<file path="src/rtl/core/mie_pkg.sv">
// ----------------------------------------------------------------------------
// mie_pkg: shared definitions for the MIPS32 instruction execute unit
// Opcode and function codes, data memory geometry and unit command types.
// ----------------------------------------------------------------------------
package mie_pkg;

  // data memory geometry
  localparam int unsigned DATA_BYTES = 4096;
  localparam int unsigned DMEM_AW    = $clog2(DATA_BYTES);

  // primary opcodes
  localparam logic [5:0] OP_SPECIAL = 6'h00;
  localparam logic [5:0] OP_ADDI    = 6'h08;
  localparam logic [5:0] OP_ADDIU   = 6'h09;
  localparam logic [5:0] OP_SLTI    = 6'h0A;
  localparam logic [5:0] OP_ANDI    = 6'h0C;
  localparam logic [5:0] OP_ORI     = 6'h0D;
  localparam logic [5:0] OP_XORI    = 6'h0E;
  localparam logic [5:0] OP_LUI     = 6'h0F;
  localparam logic [5:0] OP_LB      = 6'h20;
  localparam logic [5:0] OP_LH      = 6'h21;
  localparam logic [5:0] OP_LW      = 6'h23;
  localparam logic [5:0] OP_SB      = 6'h28;
  localparam logic [5:0] OP_SH      = 6'h29;
  localparam logic [5:0] OP_SW      = 6'h2B;

  // special function codes
  localparam logic [5:0] FN_SLL     = 6'h00;
  localparam logic [5:0] FN_SRL     = 6'h02;
  localparam logic [5:0] FN_SRA     = 6'h03;
  localparam logic [5:0] FN_SYSCALL = 6'h0C;
  localparam logic [5:0] FN_MFHI    = 6'h10;
  localparam logic [5:0] FN_MTHI    = 6'h11;
  localparam logic [5:0] FN_MFLO    = 6'h12;
  localparam logic [5:0] FN_MTLO    = 6'h13;
  localparam logic [5:0] FN_MULT    = 6'h18;
  localparam logic [5:0] FN_MULTU   = 6'h19;
  localparam logic [5:0] FN_DIV     = 6'h1A;
  localparam logic [5:0] FN_DIVU    = 6'h1B;
  localparam logic [5:0] FN_ADD     = 6'h20;
  localparam logic [5:0] FN_ADDU    = 6'h21;
  localparam logic [5:0] FN_SUB     = 6'h22;
  localparam logic [5:0] FN_SUBU    = 6'h23;
  localparam logic [5:0] FN_AND     = 6'h24;
  localparam logic [5:0] FN_OR      = 6'h25;
  localparam logic [5:0] FN_XOR     = 6'h26;
  localparam logic [5:0] FN_NOR     = 6'h27;
  localparam logic [5:0] FN_SLT     = 6'h2A;

  // register holding the syscall service code, and the exit service
  localparam logic [4:0]  REG_V0    = 5'd2;
  localparam logic [31:0] SVC_EXIT  = 32'h0000_000A;

  // reset values of the configuration registers
  localparam logic [31:0] TEXT_BASE_RST = 32'h0040_0000;
  localparam logic [31:0] DATA_BASE_RST = 32'h1001_0000;

  // configuration register indexes
  localparam logic CFG_TEXT_BASE = 1'b0;
  localparam logic CFG_DATA_BASE = 1'b1;

  // multiply/divide command
  typedef struct packed {
    logic start;
    logic div;
    logic sgn;
  } md_cmd_t;

endpackage

</file>
<file path="src/rtl/core/mie_muldiv.sv">
// ----------------------------------------------------------------------------
// mie_muldiv: iterative multiply/divide unit
// Radix-2 shift-add multiply and restoring divide on magnitudes, 32 steps,
// followed by a sign correction step.
// ----------------------------------------------------------------------------
module mie_muldiv (
  input  logic             clk,
  input  logic             rst_n,
  input  mie_pkg::md_cmd_t cmd,
  input  logic [31:0]      a,
  input  logic [31:0]      b,
  output logic             done,
  output logic [31:0]      hi,
  output logic [31:0]      lo
);

  localparam logic [1:0] S_IDLE = 2'd0;
  localparam logic [1:0] S_RUN  = 2'd1;
  localparam logic [1:0] S_FIX  = 2'd2;

  logic [1:0]  state_r;
  logic [4:0]  cnt_r;
  logic        div_r;
  logic        neg_q_r;
  logic        neg_r_r;
  logic        done_r;
  logic [31:0] hi_r;
  logic [31:0] lo_r;
  logic [31:0] opb_r;

  logic [31:0] ma;
  logic [31:0] mb;
  logic [32:0] mul_sum;
  logic [32:0] rem_sh;
  logic [32:0] rem_diff;
  logic        rem_ge;
  logic [63:0] prod_neg;

  // operand magnitudes
  assign ma = (cmd.sgn && a[31]) ? (32'h0 - a) : a;
  assign mb = (cmd.sgn && b[31]) ? (32'h0 - b) : b;

  // one step of each algorithm
  assign mul_sum  = {1'b0, hi_r} + (lo_r[0] ? {1'b0, opb_r} : 33'h0);
  assign rem_sh   = {hi_r, lo_r[31]};
  assign rem_diff = rem_sh - {1'b0, opb_r};
  assign rem_ge   = rem_sh >= {1'b0, opb_r};
  assign prod_neg = 64'h0 - {hi_r, lo_r};

  // sequence the steps
  always_ff @(posedge clk) begin
    if (!rst_n) begin
      state_r <= S_IDLE;
      done_r  <= 1'b0;
      cnt_r   <= '0;
    end else begin
      done_r <= 1'b0;
      unique case (state_r)
        S_IDLE: begin
          if (cmd.start) begin
            state_r <= S_RUN;
            cnt_r   <= '0;
          end
        end
        S_RUN: begin
          cnt_r <= cnt_r + 1'b1;
          if (&cnt_r) begin
            state_r <= S_FIX;
          end
        end
        S_FIX: begin
          done_r  <= 1'b1;
          state_r <= S_IDLE;
        end
        default: state_r <= S_IDLE;
      endcase
    end
  end

  // datapath
  always_ff @(posedge clk) begin
    if (state_r == S_IDLE && cmd.start) begin
      div_r   <= cmd.div;
      hi_r    <= 32'h0;
      lo_r    <= ma;
      opb_r   <= mb;
      neg_q_r <= cmd.sgn && (a[31] != b[31]);
      neg_r_r <= cmd.sgn && a[31];
    end else if (state_r == S_RUN) begin
      if (div_r) begin
        hi_r <= rem_ge ? rem_diff[31:0] : rem_sh[31:0];
        lo_r <= {lo_r[30:0], rem_ge};
      end else begin
        hi_r <= mul_sum[32:1];
        lo_r <= {mul_sum[0], lo_r[31:1]};
      end
    end else if (state_r == S_FIX) begin
      if (div_r) begin
        if (neg_q_r) begin
          lo_r <= 32'h0 - lo_r;
        end
        if (neg_r_r) begin
          hi_r <= 32'h0 - hi_r;
        end
      end else if (neg_q_r) begin
        hi_r <= prod_neg[63:32];
        lo_r <= prod_neg[31:0];
      end
    end
  end

  assign done = done_r;
  assign hi   = hi_r;
  assign lo   = lo_r;

endmodule

</file>
<file path="config.mk">
export PLATFORM = sky130hd
export DESIGN_NAME = mie_muldiv
export DESIGN_NICKNAME = d
export VERILOG_FILES = /design/src/rtl/core/mie_pkg.sv /design/src/rtl/core/mie_muldiv.sv
export SDC_FILE = /design/constraint.sdc
export NUM_CORES = 1
export LEC_CHECK = 0
export ABC_AREA = 1
export BUFFER_PORTS_ARGS = -buffer_cell sky130_fd_sc_hd__buf_4
export CAP_MARGIN = 15
export CORE_MARGIN = 2
export CORE_UTILIZATION = 42
export DETAILED_ROUTE_END_ITERATION = 7
export PLACE_DENSITY = 0.7
export SLEW_MARGIN = 20
export SYNTH_ARGS = -nofsm -noshare
export SYNTH_HDL_FRONTEND = slang
export SYNTH_SLANG_ARGS = --single-unit
</file>
<file path="constraint.sdc">
create_clock -name clk -period 2.8 [get_ports clk]
set_clock_uncertainty 0.1 [all_clocks]
set_input_delay 0.7 -clock clk [delete_from_list [all_inputs] [get_ports clk]]
set_output_delay 0.7 -clock clk [all_outputs]
set_load 0.01 [all_outputs]
</file>
Word-level counts from Yosys, hierarchy flattened
Index checks and enable logic that the tools add are counted.
- bits in read-only memories: 0
- input bits: 69
- memory bits (writable): 0
- register bits: 107
- bits in latches: 0
- memories kept: 0
- output and inout port bits: 65
- div/mod/pow operators: 0
- bitwise operators: 0
- multipliers: 0
- add/sub/neg operators: 8
- eq/ne operators: 6
- $lt $le $gt $ge: 1
- shift operators: 0
- multiplexer cells: 23
- reductions and logical operators: 15
- operators by type and width (operator ; number):
    2-to-1 mux 32 bit ; 17
    subtractor 1 x 32 -> 32 bit (first input constant) ; 4
    subtractor 1 x 64 -> 64 bit (first input constant) ; 1
    adder 32 x 32 -> 33 bit ; 1
    greater-or-equal comparator 33 x 32 -> 1 bit ; 1
    subtractor 32 bit ; 1
    one-hot mux 5 bit (2 select lines) ; 1
    nonzero test 3 bit ; 3
    AND reduction 2 bit ; 3
    adder 5 x 1 -> 5 bit (second input constant) ; 1
    2-to-1 mux 5 bit ; 1
    AND reduction 5 bit ; 1
    logical AND 1 bit ; 4
    2-to-1 mux 2 bit ; 2
    inequality test 2 bit (second input constant) ; 2
    one-hot mux 2 bit (2 select lines) ; 1
    nonzero test 2 bit ; 2
    inequality test 3 x 1 -> 1 bit (second input constant) ; 1
    AND reduction 3 bit ; 1
    equality test 2 x 1 -> 1 bit (second input constant) ; 1
    equality test 2 bit (second input constant) ; 1
    zero test 2 bit ; 1
    2-to-1 mux 1 bit ; 1
    inequality test 1 bit ; 1

Depth between registers and ports, before layout
- depth after elaboration: 6
- gate-level depth with buffers: 20

Worst setup path after synthesis
OpenSTA, ideal clock, no wires.
- path type: input to register
- start: input cmd[2] (netlist name)
- end: register lo_r[20] (netlist: lo[20]), data pin
- path slack: 100 ps
- path buffers: 1
- stages on the path: 4
- data required time: 2372 ps
- arrival time: 2272 ps
- cell sequence: nand2_1 inv_2 buf_1 o22ai_1
- word-level cells in the longest chain between the ends: 2
- ends and longest elaborated chain (element ; RTL line ; text):
    from (decl) ; mie_muldiv.sv:9 ; input mie_pkg::md_cmd_t cmd,
    logical AND 1 bit ; mie_muldiv.sv:82 ; if (state_r == S_IDLE && cmd.start) begin
    2-to-1 mux 32 bit ; mie_muldiv.sv:82 ;
    to (signal assigned) ; mie_muldiv.sv:85 ; lo_r <= ma;
    to (signal assigned) ; mie_muldiv.sv:92 ; lo_r <= {lo_r[30:0], rem_ge};
    to (signal assigned) ; mie_muldiv.sv:95 ; lo_r <= {mul_sum[0], lo_r[31:1]};
    to (decl) ; mie_muldiv.sv:28 ; logic [31:0] lo_r;
No other way between the ends.
A chain may end at the register's enable or synchronous reset.

Final worst setup path
- start: register lo_r[0] (netlist: lo[0])
- end: register hi_r[21] (netlist: hi[21])
- word-level cells in the longest chain between the ends: 5
- ends and longest elaborated chain (element ; RTL line ; text):
    subtractor 1 x 64 -> 64 bit ; mie_muldiv.sv:48 ; assign prod_neg = 64'h0 - {hi_r, lo_r};
    2-to-1 mux 32 bit ; mie_muldiv.sv:105 ; end else if (neg_q_r) begin
    2-to-1 mux 32 bit ; mie_muldiv.sv:98 ; if (div_r) begin
    2-to-1 mux 32 bit ; mie_muldiv.sv:97 ; end else if (state_r == S_FIX) begin
    2-to-1 mux 32 bit (*) ; mie_muldiv.sv:89 ; end else if (state_r == S_RUN) begin
    to (signal assigned) ; mie_muldiv.sv:91 ; hi_r <= rem_ge ? rem_diff[31:0] : rem_sh[31:0];
    to (signal assigned) ; mie_muldiv.sv:94 ; hi_r <= mul_sum[32:1];
    to (signal assigned) ; mie_muldiv.sv:106 ; hi_r <= prod_neg[63:32];
    to (decl) ; mie_muldiv.sv:27 ; logic [31:0] hi_r;
Every way passes the cells marked *; elsewhere a longest branch is shown, timed or not. The select of a mux whose other input is x is not followed.

==> run metrics <==
run status complete, no violations; Root Buffer Master clkbuf_16; DR DRC count 0; Pwr per Cell Area 802.7 mW/mm²; drt pass-1 iters 8; ys flop type edfxtp_1; routed len/inst 18.80 µm; net switching power 7448 µW; sequential share of power 0.191; Peak VDD IR 0.3735 mV; die area 0.03496 mm²; register bit total from synthesis 107; min-delay worst type flip-flop to flip-flop; Final ANT Viol Nets 0; CP peak stage delay 0.46 ns; share of cells above drive strength 1 0.1659; post-layout util 0.5134; Initial Util 0.4225; Async SR Flop Fraction 0; DIE HEIGHT 187.0 µm; Setup Slack @ Placement -0.04030 ns; vias per std cell 5.455; Synth warnings 0; dpl hpwl 47.35 mm; n_diodes 0; Net Count, Synth 2568; CP Max Fanout 31; f_max 368.9 MHz; buffer and inverter count on the worst path 4; distinct cell type count after synthesis 50; DR vias 16910; setup ws final 0.08929 ns; Clk Latency, worst-skew pair 0.39 ns; I/O pins 134; slowest CP cell edfxtp_1; Int Pwr 6268 µW; initial antenna violation count 1; Worst slew margin 0.3745; total power 13720 µW; RePlAce Congestion 1.012; filler cell count 3631; worst-path cell chain buf_12 -> nand2_1 -> inv_1 -> ha_1 -> buf_4 -> nand2_1 -> inv_1 -> nand2_2 -> a21oi_1 -> nor2_1 -> nand2_4 -> nand2_1 -> nand2_1 -> nand2_1 -> nand3_1 -> nand2_1 -> nand2_1 -> a21oi_1; P&R area growth vs syn 21.51%; Slew Limit Fails 0; CP top delay family simple AND/OR/NAND/NOR gates; Slew @ Worst Pin 0.9348 ns; power share of the combinational group 0.712; chip width 187.0 µm; largest net degree at the start of global routing 72; Post-synth EDFFs 67; crit end category flip-flop; vias in the first global route 15420; PortBufs 133; final period utilization 0.9681; min cycle time layout 2.711 ns; Most Frequent Cell on Critical Path nand2_1; row cnt 67; WS Path Type flip-flop to flip-flop; TritonCTS clock tree built; Hold Vio Cnt, Final 0; clock tree buffer depth 2; Tot GR Track Use 0.3258; Syn Area/Cell 5.801 µm²; WP data arrival 2.94 ns; RSZ-0062 raised after global routing yes; Fin Setup TNS 0 ns; initial drt markers 1880; Leak 0.008585 µW; global route overflow 0; Mapped Cells 2424; Clk pwr share 0.097; Seq/Total Area, Yosys 0.2000; total CTS buffers 9; # setup viols final 0; Routed Wire Length 58.29 mm; Worst-path clk slew 0.09 ns; global-route wire length before repair 88.59 mm; worst path required time 3.03 ns; core box area 0.03328 mm²; fin nets 2791; H-tree levels 3; max-cap violations 0; # clock sinks 107; Sw Share 0.5430; Worst setup SP type flip-flop; synthesized area 0.01406 mm²
## per-stage QoR
stage	cell area [µm²]	hold WS, ns	std cells
after floorplan	14060	0.3339	2424
after global placement	16330	0.3497	3067
after detailed placement	16330	0.3646	3067
after CTS	16610	0.3745	3083
after global routing	17090	0.3966	3100
final	17090	0.3702	3100
## flip-flops by register name, summed over array words and instances, names as in the netlist
signal / flops
opb_r: 32
state_r: 2
hi: 32
lo: 32
neg_r_r: 1
cnt_r: 5
done: 1
neg_q_r: 1
div_r: 1
## power groups by stage
| stage | Clock (µW) | Combinational [µW] | Sequential [µW] |
|---|---|---|---|
| 2_1_floorplan | 0 | 5350 | 2790 |
| 4_1_cts | 1320 | 9230 | 2610 |
| 6_report | 1320 | 9770 | 2620 |
| 5_1_grt | 1380 | 10600 | 2660 |
| 3_5_place_dp | 0 | 9160 | 2650 |
| 3_3_place_gp | 0 | 9130 | 2640 |
## worst paths after layout
kind / cells past startpoint / slack (ns) / startpoint / endpoint
worst max-delay path: 18 / 0.09 / lo[0] / hi[21]
worst min-delay path: 1 / 0.37 / cnt_r[2] / cnt_r[2]
worst max register to register: 18 / 0.09 / lo[0] / hi[21]
worst min register to register: 1 / 0.37 / cnt_r[2] / cnt_r[2]
## metal layers
metal | up-vias | share of wire | track usage | wire length [µm]
li1 | 8272 | - | - | -
met1 | 7780 | 0.45 | 0.4627 | 25980
met2 | 763 | 0.44 | 0.5146 | 25720
met3 | 96 | 0.084 | 0.04128 | 4898
met4 | 0 | 0.029 | 0.09890 | 1694
met5 | - | 0 | 0 | 0
## synthesized netlist by cell type (11+ instances only)
master / instances / area share
nor2_1: 279 / 0.074
edfxtp_1: 67 / 0.14
inv_2: 13 / 0.0035
ha_1: 73 / 0.065
inv_1: 333 / 0.089
nor3_1: 38 / 0.014
nand2_2: 11 / 0.0049
nand3b_1: 15 / 0.0080
xor2_1: 94 / 0.059
dfxtp_1: 40 / 0.057
nand4_1: 32 / 0.014
xnor2_1: 24 / 0.015
clkbuf_1: 43 / 0.011
nand2_1: 756 / 0.20
a21oi_1: 175 / 0.062
o21ai_0: 145 / 0.052
nand3_1: 160 / 0.057
## cells by family (layout without fill, tap and decap cells)
| logic type | after synthesis | in the layout | share of synthesized area |
|---|---|---|---|
| simple gates | 1333 | 1333 | 0.3986 |
| buf+inv | 406 | 634 | 0.1116 |
| xor+xnor | 118 | 118 | 0.07349 |
| fa+ha+maj | 75 | 75 | 0.06780 |
| flops | 107 | 107 | 0.2000 |
| compound gates | 385 | 385 | 0.1485 |
## layout by cell type, fill, tap and decap left out, types with 9 or more instances in the layout
cell type / instances
a21oi_1: 153
a21oi_2: 24
a31oi_1: 9
buf_4: 264
clkbuf_16: 10
dfxtp_1: 38
edfxtp_1: 67
ha_1: 58
ha_2: 15
inv_1: 332
inv_2: 14
nand2_1: 726
nand2_2: 38
nand3_1: 151
nand3_2: 10
nand3b_1: 15
nand4_1: 32
nor2_1: 266
nor2_2: 19
nor3_1: 32
o21ai_0: 142
o21bai_1: 10
xnor2_1: 24
xor2_1: 94
## layout make-up
type / count / area [µm²] / area share
timing repair buffer: 271 / 2118 / 0.1240
tap: 448 / 560.5 / 0.03280
clock inverter: 4 / 27.53 / 0.001611
clock buffer: 12 / 246.5 / 0.01442
sequential: 107 / 2815 / 0.1648
inverter: 347 / 1303 / 0.07622
multi-input combinational: 1911 / 10020 / 0.5862
## timing repair
item,CTS,global route
gates cloned,0,1
setup buffers,0,16
pin swaps,0,9
resized for setup,1,105
setup endpoints to repair,1,33
hold buffers,0,0
Note: power is estimated with default switching activity, not from simulation.
