==> config.mk <==
export PLATFORM = sky130hd
export DESIGN_NAME = mie_regfile
export DESIGN_NICKNAME = d
export VERILOG_FILES = /design/src/rtl/core/mie_regfile.sv
export SDC_FILE = /design/constraint.sdc
export NUM_CORES = 1
export LEC_CHECK = 0
export BUFFER_PORTS_ARGS = -buffer_cell sky130_fd_sc_hd__buf_2
export CORE_MARGIN = 2
export CORE_UTILIZATION = 60
export CTS_CLUSTER_SIZE = 28
export DETAILED_ROUTE_END_ITERATION = 7
export GPL_TIMING_DRIVEN = 0
export PLACE_DENSITY_LB_ADDON = 0.1
export RECOVER_POWER = 25
export SLEW_MARGIN = 20
export SYNTH_ARGS = -nofsm -noshare
export SYNTH_HDL_FRONTEND = slang
export SYNTH_SLANG_ARGS = --single-unit
==> constraint.sdc <==
create_clock -name clk -period 3.3 [get_ports clk]
set_input_delay 0.495 -clock clk [delete_from_list [all_inputs] [get_ports clk]]
set_output_delay 0.495 -clock clk [all_outputs]
set_load 0.05 [all_outputs]
==> src/rtl/core/mie_regfile.sv <==
// ----------------------------------------------------------------------------
// mie_regfile: general register file
// 32 x 32 storage, one registered read port, one write port; per-entry valid
// bits make unwritten entries read as zero right after reset.
// ----------------------------------------------------------------------------
module mie_regfile (
  input  logic        clk,
  input  logic        rst_n,
  input  logic [4:0]  raddr,
  output logic [31:0] rdata,
  input  logic        we,
  input  logic [4:0]  waddr,
  input  logic [31:0] wdata
);

  logic [31:0] mem [32];
  logic [31:0] vld_r;
  logic [31:0] rdata_r;

  // track written entries
  always_ff @(posedge clk) begin
    if (!rst_n) begin
      vld_r <= '0;
    end else if (we) begin
      vld_r[waddr] <= 1'b1;
    end
  end

  // write storage
  always_ff @(posedge clk) begin
    if (we) begin
      mem[waddr] <= wdata;
    end
  end

  // registered read, zero for entries never written
  always_ff @(posedge clk) begin
    rdata_r <= vld_r[raddr] ? mem[raddr] : 32'h0;
  end

  assign rdata = rdata_r;

endmodule

* After elaboration in Yosys (flattened, before gate mapping)
Memory sizes are Yosys's and may differ from the RTL's. A register that Yosys moved wholly into a read port is not among the register bits.
Cells that the tools add are included.
** Cells by class
- Reductions and logical operators :: 2
- Bitwise gates (word level) :: 1
- Mux-type cells :: 6
- $lt $le $gt $ge :: 3
** Operators with widths (count)
- $or A32 B32 Y32 :: 1
- $lt A5 B6 Y1 const B :: 2
- $bmux W1 S5 :: 1
- $demux W1 S5 :: 1
- $ge A5 B1 Y1 const B :: 1
- $mux W1 :: 4
- $logic_and A1 B1 Y1 :: 1
- $logic_not A1 Y1 :: 1
** Word-level totals
- Bits in registers :: 32
- Input bits :: 45
- Memories :: 1
- Bits in writable memories :: 1024
- Output and inout bits :: 32
- Logic and storage cells :: 14
** Memories
- mem :: words 32, width 32, read ports 1, clocked after memory_dff 1, wr ports 1, RTL line 16 : logic [31:0] mem [32];

* Longest topological paths before layout
Gate-level depths: netlist of run 1.
- Depth after elaboration :: 5
- Mapped depth :: 9
- Depth with buffers taken out :: 5

* Worst setup path before layout of run 1
No wires, ideal clock.
- Path kind :: input -> register
- Start :: input port waddr[0]
- End :: memory mem[12][0] (enable)
- Stages on the path :: 3
- Slack :: 0.338 ns
- Library setup time :: 0.423 ns
- Path buffers :: 1
- Data required time :: 2.877 ns
- Data arrival time :: 2.539 ns
- Path through :: or3b_2 clkbuf_1 nor2_1
** RTL lines
- from (decl) :: RTL line 12 : input logic [4:0] waddr,
- to (decl) :: RTL line 16
No word-level cell before the write port.

* Worst setup path after layout of run 1
- Start :: input port raddr[3]
- End :: register rdata_r[4], in the netlist rdata[4], read port of mem
** On the way
- Longest elaborated chain between the ends :: 3
** Ends and longest elaborated chain
- from (decl) :: RTL line 9 : input logic [4:0] raddr,
- $bmux W1 S5 :: RTL line 38 : rdata_r <= vld_r[raddr] ? mem[raddr] : 32'h0;
- $mux W1 (not written as such) :: RTL line 38
- $logic_not A1 Y1 (no line)
- to (decl) :: RTL line 18 : logic [31:0] rdata_r;
Parallel ways exist; a longest one is shown, timed or not. The select of a mux whose other input is x is not followed.
A chain may end at the register's enable or synchronous reset.

==> reports/metrics.yaml, run 1 <==
maxClockFrequency_mhz: 333
worstReg2RegEnd: "rdata[4]"
cts_tree: "done"
cts.repair.resized: 0
setup.reg_to_reg.worst_slack_ns: 1.10
total_power_w: 0.0286
grt_setup_unrepaired: "no"
chipHeight_um: 267
arrival_ns: 3.55
timing.reg2reg.worst_path_depth: 6
finClkSkew_ns: 0.0151
critical_path_start_type: "input port"
detailed_place.area_um2: 44100
min_period_ns: 3.00
htree_levels: 3
synth.net_count: 2139
cell_area_synth_um2: 41500
ir_drop_uv: 498
tns_ns: 0
drt_pass1_iterations: 5
powerDensity_nw_per_um2: 604
die_w_um: 267
hpwl_um: 68700
grt_pass1_wl_um: 150000
groute.usage.overall: 0.300
rr_startpoint: "vld_r[26]"
avgViaCountPerCell: 6.71
clk_pin_slew_worst_paths_ns: 0.06
setup.worst_path.end_class: "flip-flop"
synth_cell_types: 34
largest_net_degree_at_the_start_of_global_routing: 33
area_growth_from_synthesis_to_layout_pct: 14.3
place_worst_setup_slack_ns: -0.189
input_output_buffers: 73
route.final.wire_length_um: 105000
hold_viol: 0
period_share: 0.910
critical_path.endpoint: "rdata[4]"
finish.net_count: 2357
worstPathMaxFanout: 10
cts_hold_buffers_added: 0
io_pins: 77
globalRoute.totalOverflow: 0
layout-drive-gt1-share: 0.202
synth.yosys.warnings: 0
post_cts.repair.setup_buffers: 0
timing.setup.critical_path_class: "in -> reg"
cts_made_buffers: 104
route.antenna.remaining_nets: 0
maxSlewViolCount: 0
worst-slew-pin-transition_ns: 1.47
fin_ws_ns: 0.298
antenna_found_initial: 6
final_area_um2: 47400
core.rowCount: 96
fp.dieArea_um2: 71200
required_ns: 3.85
route.detailed.wl_per_inst_um: 32.0
routabilityCongestion: 0.827
status: "complete, no violations"
maxCapViolCount: 0
static_power_due_to_leakage_nw: 15.7
layout.filler_cells: 4301
critPathLaunch: "raddr[3]"
drtIter0Drc: 2675
portion_of_the_post_synthesis_area_used_by_sequential_elements: 0.773
later_pin_clock_latency_in_the_skew_report_ns: 0.65
dr_total_vias: 22000
syn_inst: 2094
hp-class: "in -> reg"
cts-root-buf: "sky130_fd_sc_hd__clkbuf_16"
setup-violations-final: 0
final_cell_mix: "sky130_fd_sc_hd__edfxtp_1, sky130_fd_sc_hd__mux2i_1, sky130_fd_sc_hd__mux4_2"
synth.ff_latch_count: 1088
floorplan.core_area_um2: 68500
slew_headroom: 0.0213
clockBufferDepth: 3
grt_pass1_vias: 21900
initial_cell_density_of_the_core: 0.606
mean_instance_size_in_the_synthesized_netlist_um2: 19.8
route.detailed.drc: 0
layout_commonest_cell: "sky130_fd_sc_hd__edfxtp_1"
cts.sink_count: 1088
## cells by family after synthesis
family,count (synthesis),share of synthesized area
flops,1088,0.773
simple gates,187,0.0224
compound gates,292,0.0517
buf+inv,131,0.0175
mux,396,0.136
## state kept, by name, summed over array words and instances (netlist names)
name and flops:
mem 1024, rdata 32, vld_r 32
## routing by layer
layer / vias to the layer above / GRT usage / part of all wire / wire length, um
li1: 9156 / - / - / -
met1: 11400 / 0.420 / 0.39 / 41200
met2: 1221 / 0.481 / 0.48 / 50600
met3: 207 / 0.0530 / 0.088 / 9260
met4: 6 / 0.109 / 0.038 / 4010
met5: - / 0 / 0.00042 / 44
## cell type report
class,instances,area (um^2),share of cell area
Tap cell,882,1100,0.0233
Buffer,129,722,0.0152
Clock inverter,61,551,0.0116
Timing Repair Buffer,112,1240,0.0263
Inverter,2,7.51,0.000158
Antenna cell,4,10.0,0.000211
Sequential cell,1088,32000,0.676
Clock buffer,129,2780,0.0586
Multi-Input combinational cell,875,8940,0.189
## metrics by stage
step                hold slack (ns)  instances   util
global placement              0.441       3049  0.627
finish                        0.134       3282  0.692
global route                  0.125       3278  0.692
detailed placement            0.451       3088  0.644
CTS                           0.104       3278  0.692
floorplan                     0.435       2094      -
## synth_stat cells
cell type	n	share of area
sky130_fd_sc_hd__buf_2	26	0.0031
sky130_fd_sc_hd__buf_4	14	0.0025
sky130_fd_sc_hd__and2_1	1	0.00015
sky130_fd_sc_hd__buf_8	3	0.0011
sky130_fd_sc_hd__clkbuf_2	3	0.00036
sky130_fd_sc_hd__buf_6	15	0.0041
sky130_fd_sc_hd__a221oi_1	123	0.026
sky130_fd_sc_hd__edfxtp_1	1024	0.74
sky130_fd_sc_hd__and3_1	33	0.0050
sky130_fd_sc_hd__a221oi_2	5	0.0018
sky130_fd_sc_hd__a22oi_1	32	0.0058
sky130_fd_sc_hd__a311oi_1	2	0.00042
sky130_fd_sc_hd__nor2_1	67	0.0061
sky130_fd_sc_hd__clkbuf_1	59	0.0053
sky130_fd_sc_hd__buf_1	9	0.00081
sky130_fd_sc_hd__mux2i_1	261	0.063
sky130_fd_sc_hd__nand2_1	2	0.00018
sky130_fd_sc_hd__nor3_1	32	0.0039
sky130_fd_sc_hd__o211ai_1	1	0.00018
sky130_fd_sc_hd__or3_1	2	0.00030
sky130_fd_sc_hd__mux2_2	2	0.00054
sky130_fd_sc_hd__nor2b_1	2	0.00030
sky130_fd_sc_hd__nand3_1	36	0.0043
sky130_fd_sc_hd__mux4_2	133	0.072
sky130_fd_sc_hd__nand3b_1	6	0.0011
sky130_fd_sc_hd__inv_1	2	0.00018
sky130_fd_sc_hd__nand2b_1	1	0.00015
sky130_fd_sc_hd__or3b_2	3	0.00063
sky130_fd_sc_hd__a21oi_1	32	0.0039
sky130_fd_sc_hd__o21a_1	32	0.0058
sky130_fd_sc_hd__dfxtp_1	64	0.031
sky130_fd_sc_hd__a31oi_1	1	0.00015
sky130_fd_sc_hd__nand4_1	2	0.00030
sky130_fd_sc_hd__o21ai_0	64	0.0077
## critical path, cell delays in order
cell	delay [ns]
sky130_fd_sc_hd__clkbuf_1	0.44
sky130_fd_sc_hd__inv_1	0.21
sky130_fd_sc_hd__clkbuf_1	0.54
sky130_fd_sc_hd__buf_1	0.44
sky130_fd_sc_hd__a221oi_1	0.60
sky130_fd_sc_hd__nor2_1	0.09
sky130_fd_sc_hd__a21oi_1	0.38
sky130_fd_sc_hd__and3_1	0.34
## power breakdown
part	internal, W	switching, W
clock network	0.00673	0.00494
logic	0.000511	0.00113
registers	0.0153	0.0000433
total	0.0225	0.00611
## worst min-delay path by stage
stage                endpoint  depth (start not counted)      start  slack (ns)
floorplan           vld_r[24]                          1  vld_r[24]        0.44
global placement    vld_r[14]                          1  vld_r[14]        0.44
detailed placement   vld_r[6]                          1   vld_r[6]        0.45
CTS                  vld_r[0]                          2      rst_n        0.10
global route         vld_r[0]                          2      rst_n        0.13
finish               vld_r[0]                          2      rst_n        0.13
No activity file was read; power rests on OpenSTA's default activity.
==> inputs of run 2 (changes only) <==
--- a/config.mk
+++ b/config.mk
@@ -7,7 +7,7 @@
 export LEC_CHECK = 0
 export BUFFER_PORTS_ARGS = -buffer_cell sky130_fd_sc_hd__buf_2
 export CORE_MARGIN = 2
-export CORE_UTILIZATION = 60
+export CORE_UTILIZATION = 56
 export CTS_CLUSTER_SIZE = 28
 export DETAILED_ROUTE_END_ITERATION = 7
 export GPL_TIMING_DRIVEN = 0
==> constraint.sdc (replaced) <==
create_clock -name clk -period 2.7 [get_ports clk]
set_input_delay 0.405 -clock clk [delete_from_list [all_inputs] [get_ports clk]]
set_output_delay 0.405 -clock clk [all_outputs]
set_load 0.05 [all_outputs]
==> reports/metrics.yaml, run 2 (synthesis gave the netlist of run 1 again) <==
powerDensity_nw_per_um2: 740  # +22%
globalRoute.totalOverflow: 0  # unchanged
hold_path_depth: 1  # -1
drtIter0Drc: 2633  # -1.6%
clk_pin_slew_worst_paths_ns: 0.06  # about the same
floorplan.core_area_um2: 73100  # +6.7%
worstReg2RegEnd: "rdata[23]"
hp-class: "in -> reg"
clockBufferDepth: 3  # unchanged
initial_cell_density_of_the_core: 0.567  # -0.0383
drt_pass1_iterations: 8  # +3
grt_pass1_wl_um: 150000  # about the same
core.rowCount: 99  # +3.1%
route.final.wire_length_um: 105000  # about the same
violations: "design-rule violations, negative setup slack"
die_w_um: 276  # +3.5%
cts-root-buf: "sky130_fd_sc_hd__clkbuf_16"
arrival_ns: 3.24  # -0.31 ns
required_ns: 3.21  # -0.64 ns
tns_ns: -0.0320  # -0.0320 ns
finish.net_count: 2353  # -0.17%
worstPathMaxFanout: 10  # unchanged
cts_made_buffers: 106  # +1.9%
final_cell_count_no_fill: 3355  # +2.2%
htree_levels: 3  # unchanged
setup.reg_to_reg.worst_slack_ns: 0.13  # -0.97 ns
groute.usage.overall: 0.276  # -0.0238
maxSlewViolCount: 0  # unchanged
hold_viol: 0  # unchanged
rr_startpoint: "vld_r[14]"
later_pin_clock_latency_in_the_skew_report_ns: 0.67  # +0.02 ns
fin_ws_ns: -0.0236  # -0.321 ns
antenna_found_initial: 3  # -3
min_to: "mem[20][25]"
setup-violations-final: 2  # +2
min_period_ns: 2.72
route.antenna.remaining_nets: 0  # unchanged
chipHeight_um: 276  # +3.5%
detailed_place.area_um2: 43900  # -0.32%
grt_setup_unrepaired: "no"
status: "finished with violations"
avgViaCountPerCell: 6.47  # -3.6%
area_growth_from_synthesis_to_layout_pct: 14.0
largest_reg_flops: 1024  # unchanged
fp.dieArea_um2: 76200  # +7.0%
layout-drive-gt1-share: 0.194  # -0.00710
dr_total_vias: 21700  # -1.4%
hpwl_um: 69100  # +0.68%
register_name_with_the_most_flops: "mem"
worst-slew-pin-transition_ns: 1.41  # -0.0545 ns
cts.sink_count: 1088  # unchanged
setup.worst_path.end_class: "flip-flop"
input_output_buffers: 73  # unchanged
ir_drop_uv: 614  # +23%
static_power_due_to_leakage_nw: 15.6  # -0.60%
finClkSkew_ns: 0.0210  # +0.00595 ns
period_share: 1.01
grt_pass1_vias: 21600  # -1.5%
largest_net_degree_at_the_start_of_global_routing: 33  # unchanged
timing.reg2reg.worst_path_depth: 6  # unchanged
final_area_um2: 47300  # -0.24%
hold_ws_ns: 0.281  # +0.147 ns
critical_path_start_type: "input port"
dp_cells: 3158  # +2.3%
maxClockFrequency_mhz: 367
slew_headroom: 0.0577  # +0.0363
maxCapViolCount: 0  # unchanged
io_pins: 77  # unchanged
route.detailed.drc: 2  # +2
min-delay-start: "wdata[25]"
layout.filler_cells: 5009  # +16%
cts_tree: "done"
post_cts.repair.setup_buffers: 0  # unchanged
antenna-diode-count: 0  # -4
final_cell_mix: "sky130_fd_sc_hd__edfxtp_1, sky130_fd_sc_hd__mux2i_1, sky130_fd_sc_hd__mux4_2"
routabilityCongestion: 0.813  # -1.7%
timing.setup.critical_path_class: "in -> reg"
layout_commonest_cell: "sky130_fd_sc_hd__edfxtp_1"
route.detailed.wl_per_inst_um: 31.3  # -2.1%
[run 2: critical path, stage by stage]
cell and delay, ns:
sky130_fd_sc_hd__buf_2 0.14, sky130_fd_sc_hd__buf_2 0.29, sky130_fd_sc_hd__clkbuf_1 0.79, sky130_fd_sc_hd__a311oi_1 0.20, sky130_fd_sc_hd__o211ai_1 0.15, sky130_fd_sc_hd__nand4_1 0.54, sky130_fd_sc_hd__clkbuf_2 0.42, sky130_fd_sc_hd__and3_1 0.29
[run 2: per-layer routing]
metal / global-route usage / up-vias / share of wire
li1: - / 9146 / -
met1: 0.381 / 11400 / 0.40
met2: 0.455 / 978 / 0.50
met3: 0.0412 / 177 / 0.071
met4: 0.0984 / 6 / 0.035
met5: 0 / - / 0.00033
[run 2: worst max path at each step]
stage	start	to	slack, ns	cells after the start
after floorplan	waddr[0]	mem[12][0]	-0.17	3
after global placement	waddr[0]	mem[12][20]	-2.21	4
after detailed placement	raddr[4]	rdata[17]	-0.64	7
after CTS	raddr[4]	rdata[17]	0.04	7
after global routing	raddr[1]	rdata[23]	0.007	8
final	raddr[1]	rdata[23]	-0.02	8
[run 2: report_power, final]
group | internal, W | switching, W | leakage (nW) | total [W]
registers | 0.0187 | 0.0000510 | 9.74 | 0.0187
logic | 0.000620 | 0.00138 | 4.26 | 0.00200
clock network | 0.00818 | 0.00606 | 1.62 | 0.0142
total | 0.0275 | 0.00749 | 15.6 | 0.0350
[run 2: timing repair]
item	4_1_cts	5_1_grt
setup endpoints to repair	0	10
hold buffers	1	0
hold endpoints to repair	2	0
resized for setup	0	9
[run 2: area by class of cell]
cell class / count / area [um^2] / area share
clock buffer: 149 / 2960 / 0.0626
tap: 959 / 1200 / 0.0254
clock inverter: 47 / 379 / 0.00802
inverter: 2 / 7.51 / 0.000159
timing repair buffer: 106 / 1020 / 0.0215
multi-input combinational: 875 / 8940 / 0.189
sequential: 1088 / 32000 / 0.678
buffer: 129 / 737 / 0.0156
[run 2: stage by stage]
| step | setup slack, ns | util | power [W] |
|---|---|---|---|
| floorplan | -0.172 | - | 0.0202 |
| global placement | -2.21 | 0.589 | 0.0210 |
| detailed placement | -0.642 | 0.601 | 0.0211 |
| global route | 0.00734 | 0.647 | 0.0358 |
| finish | -0.0236 | 0.647 | 0.0350 |
| CTS | 0.0368 | 0.647 | 0.0351 |
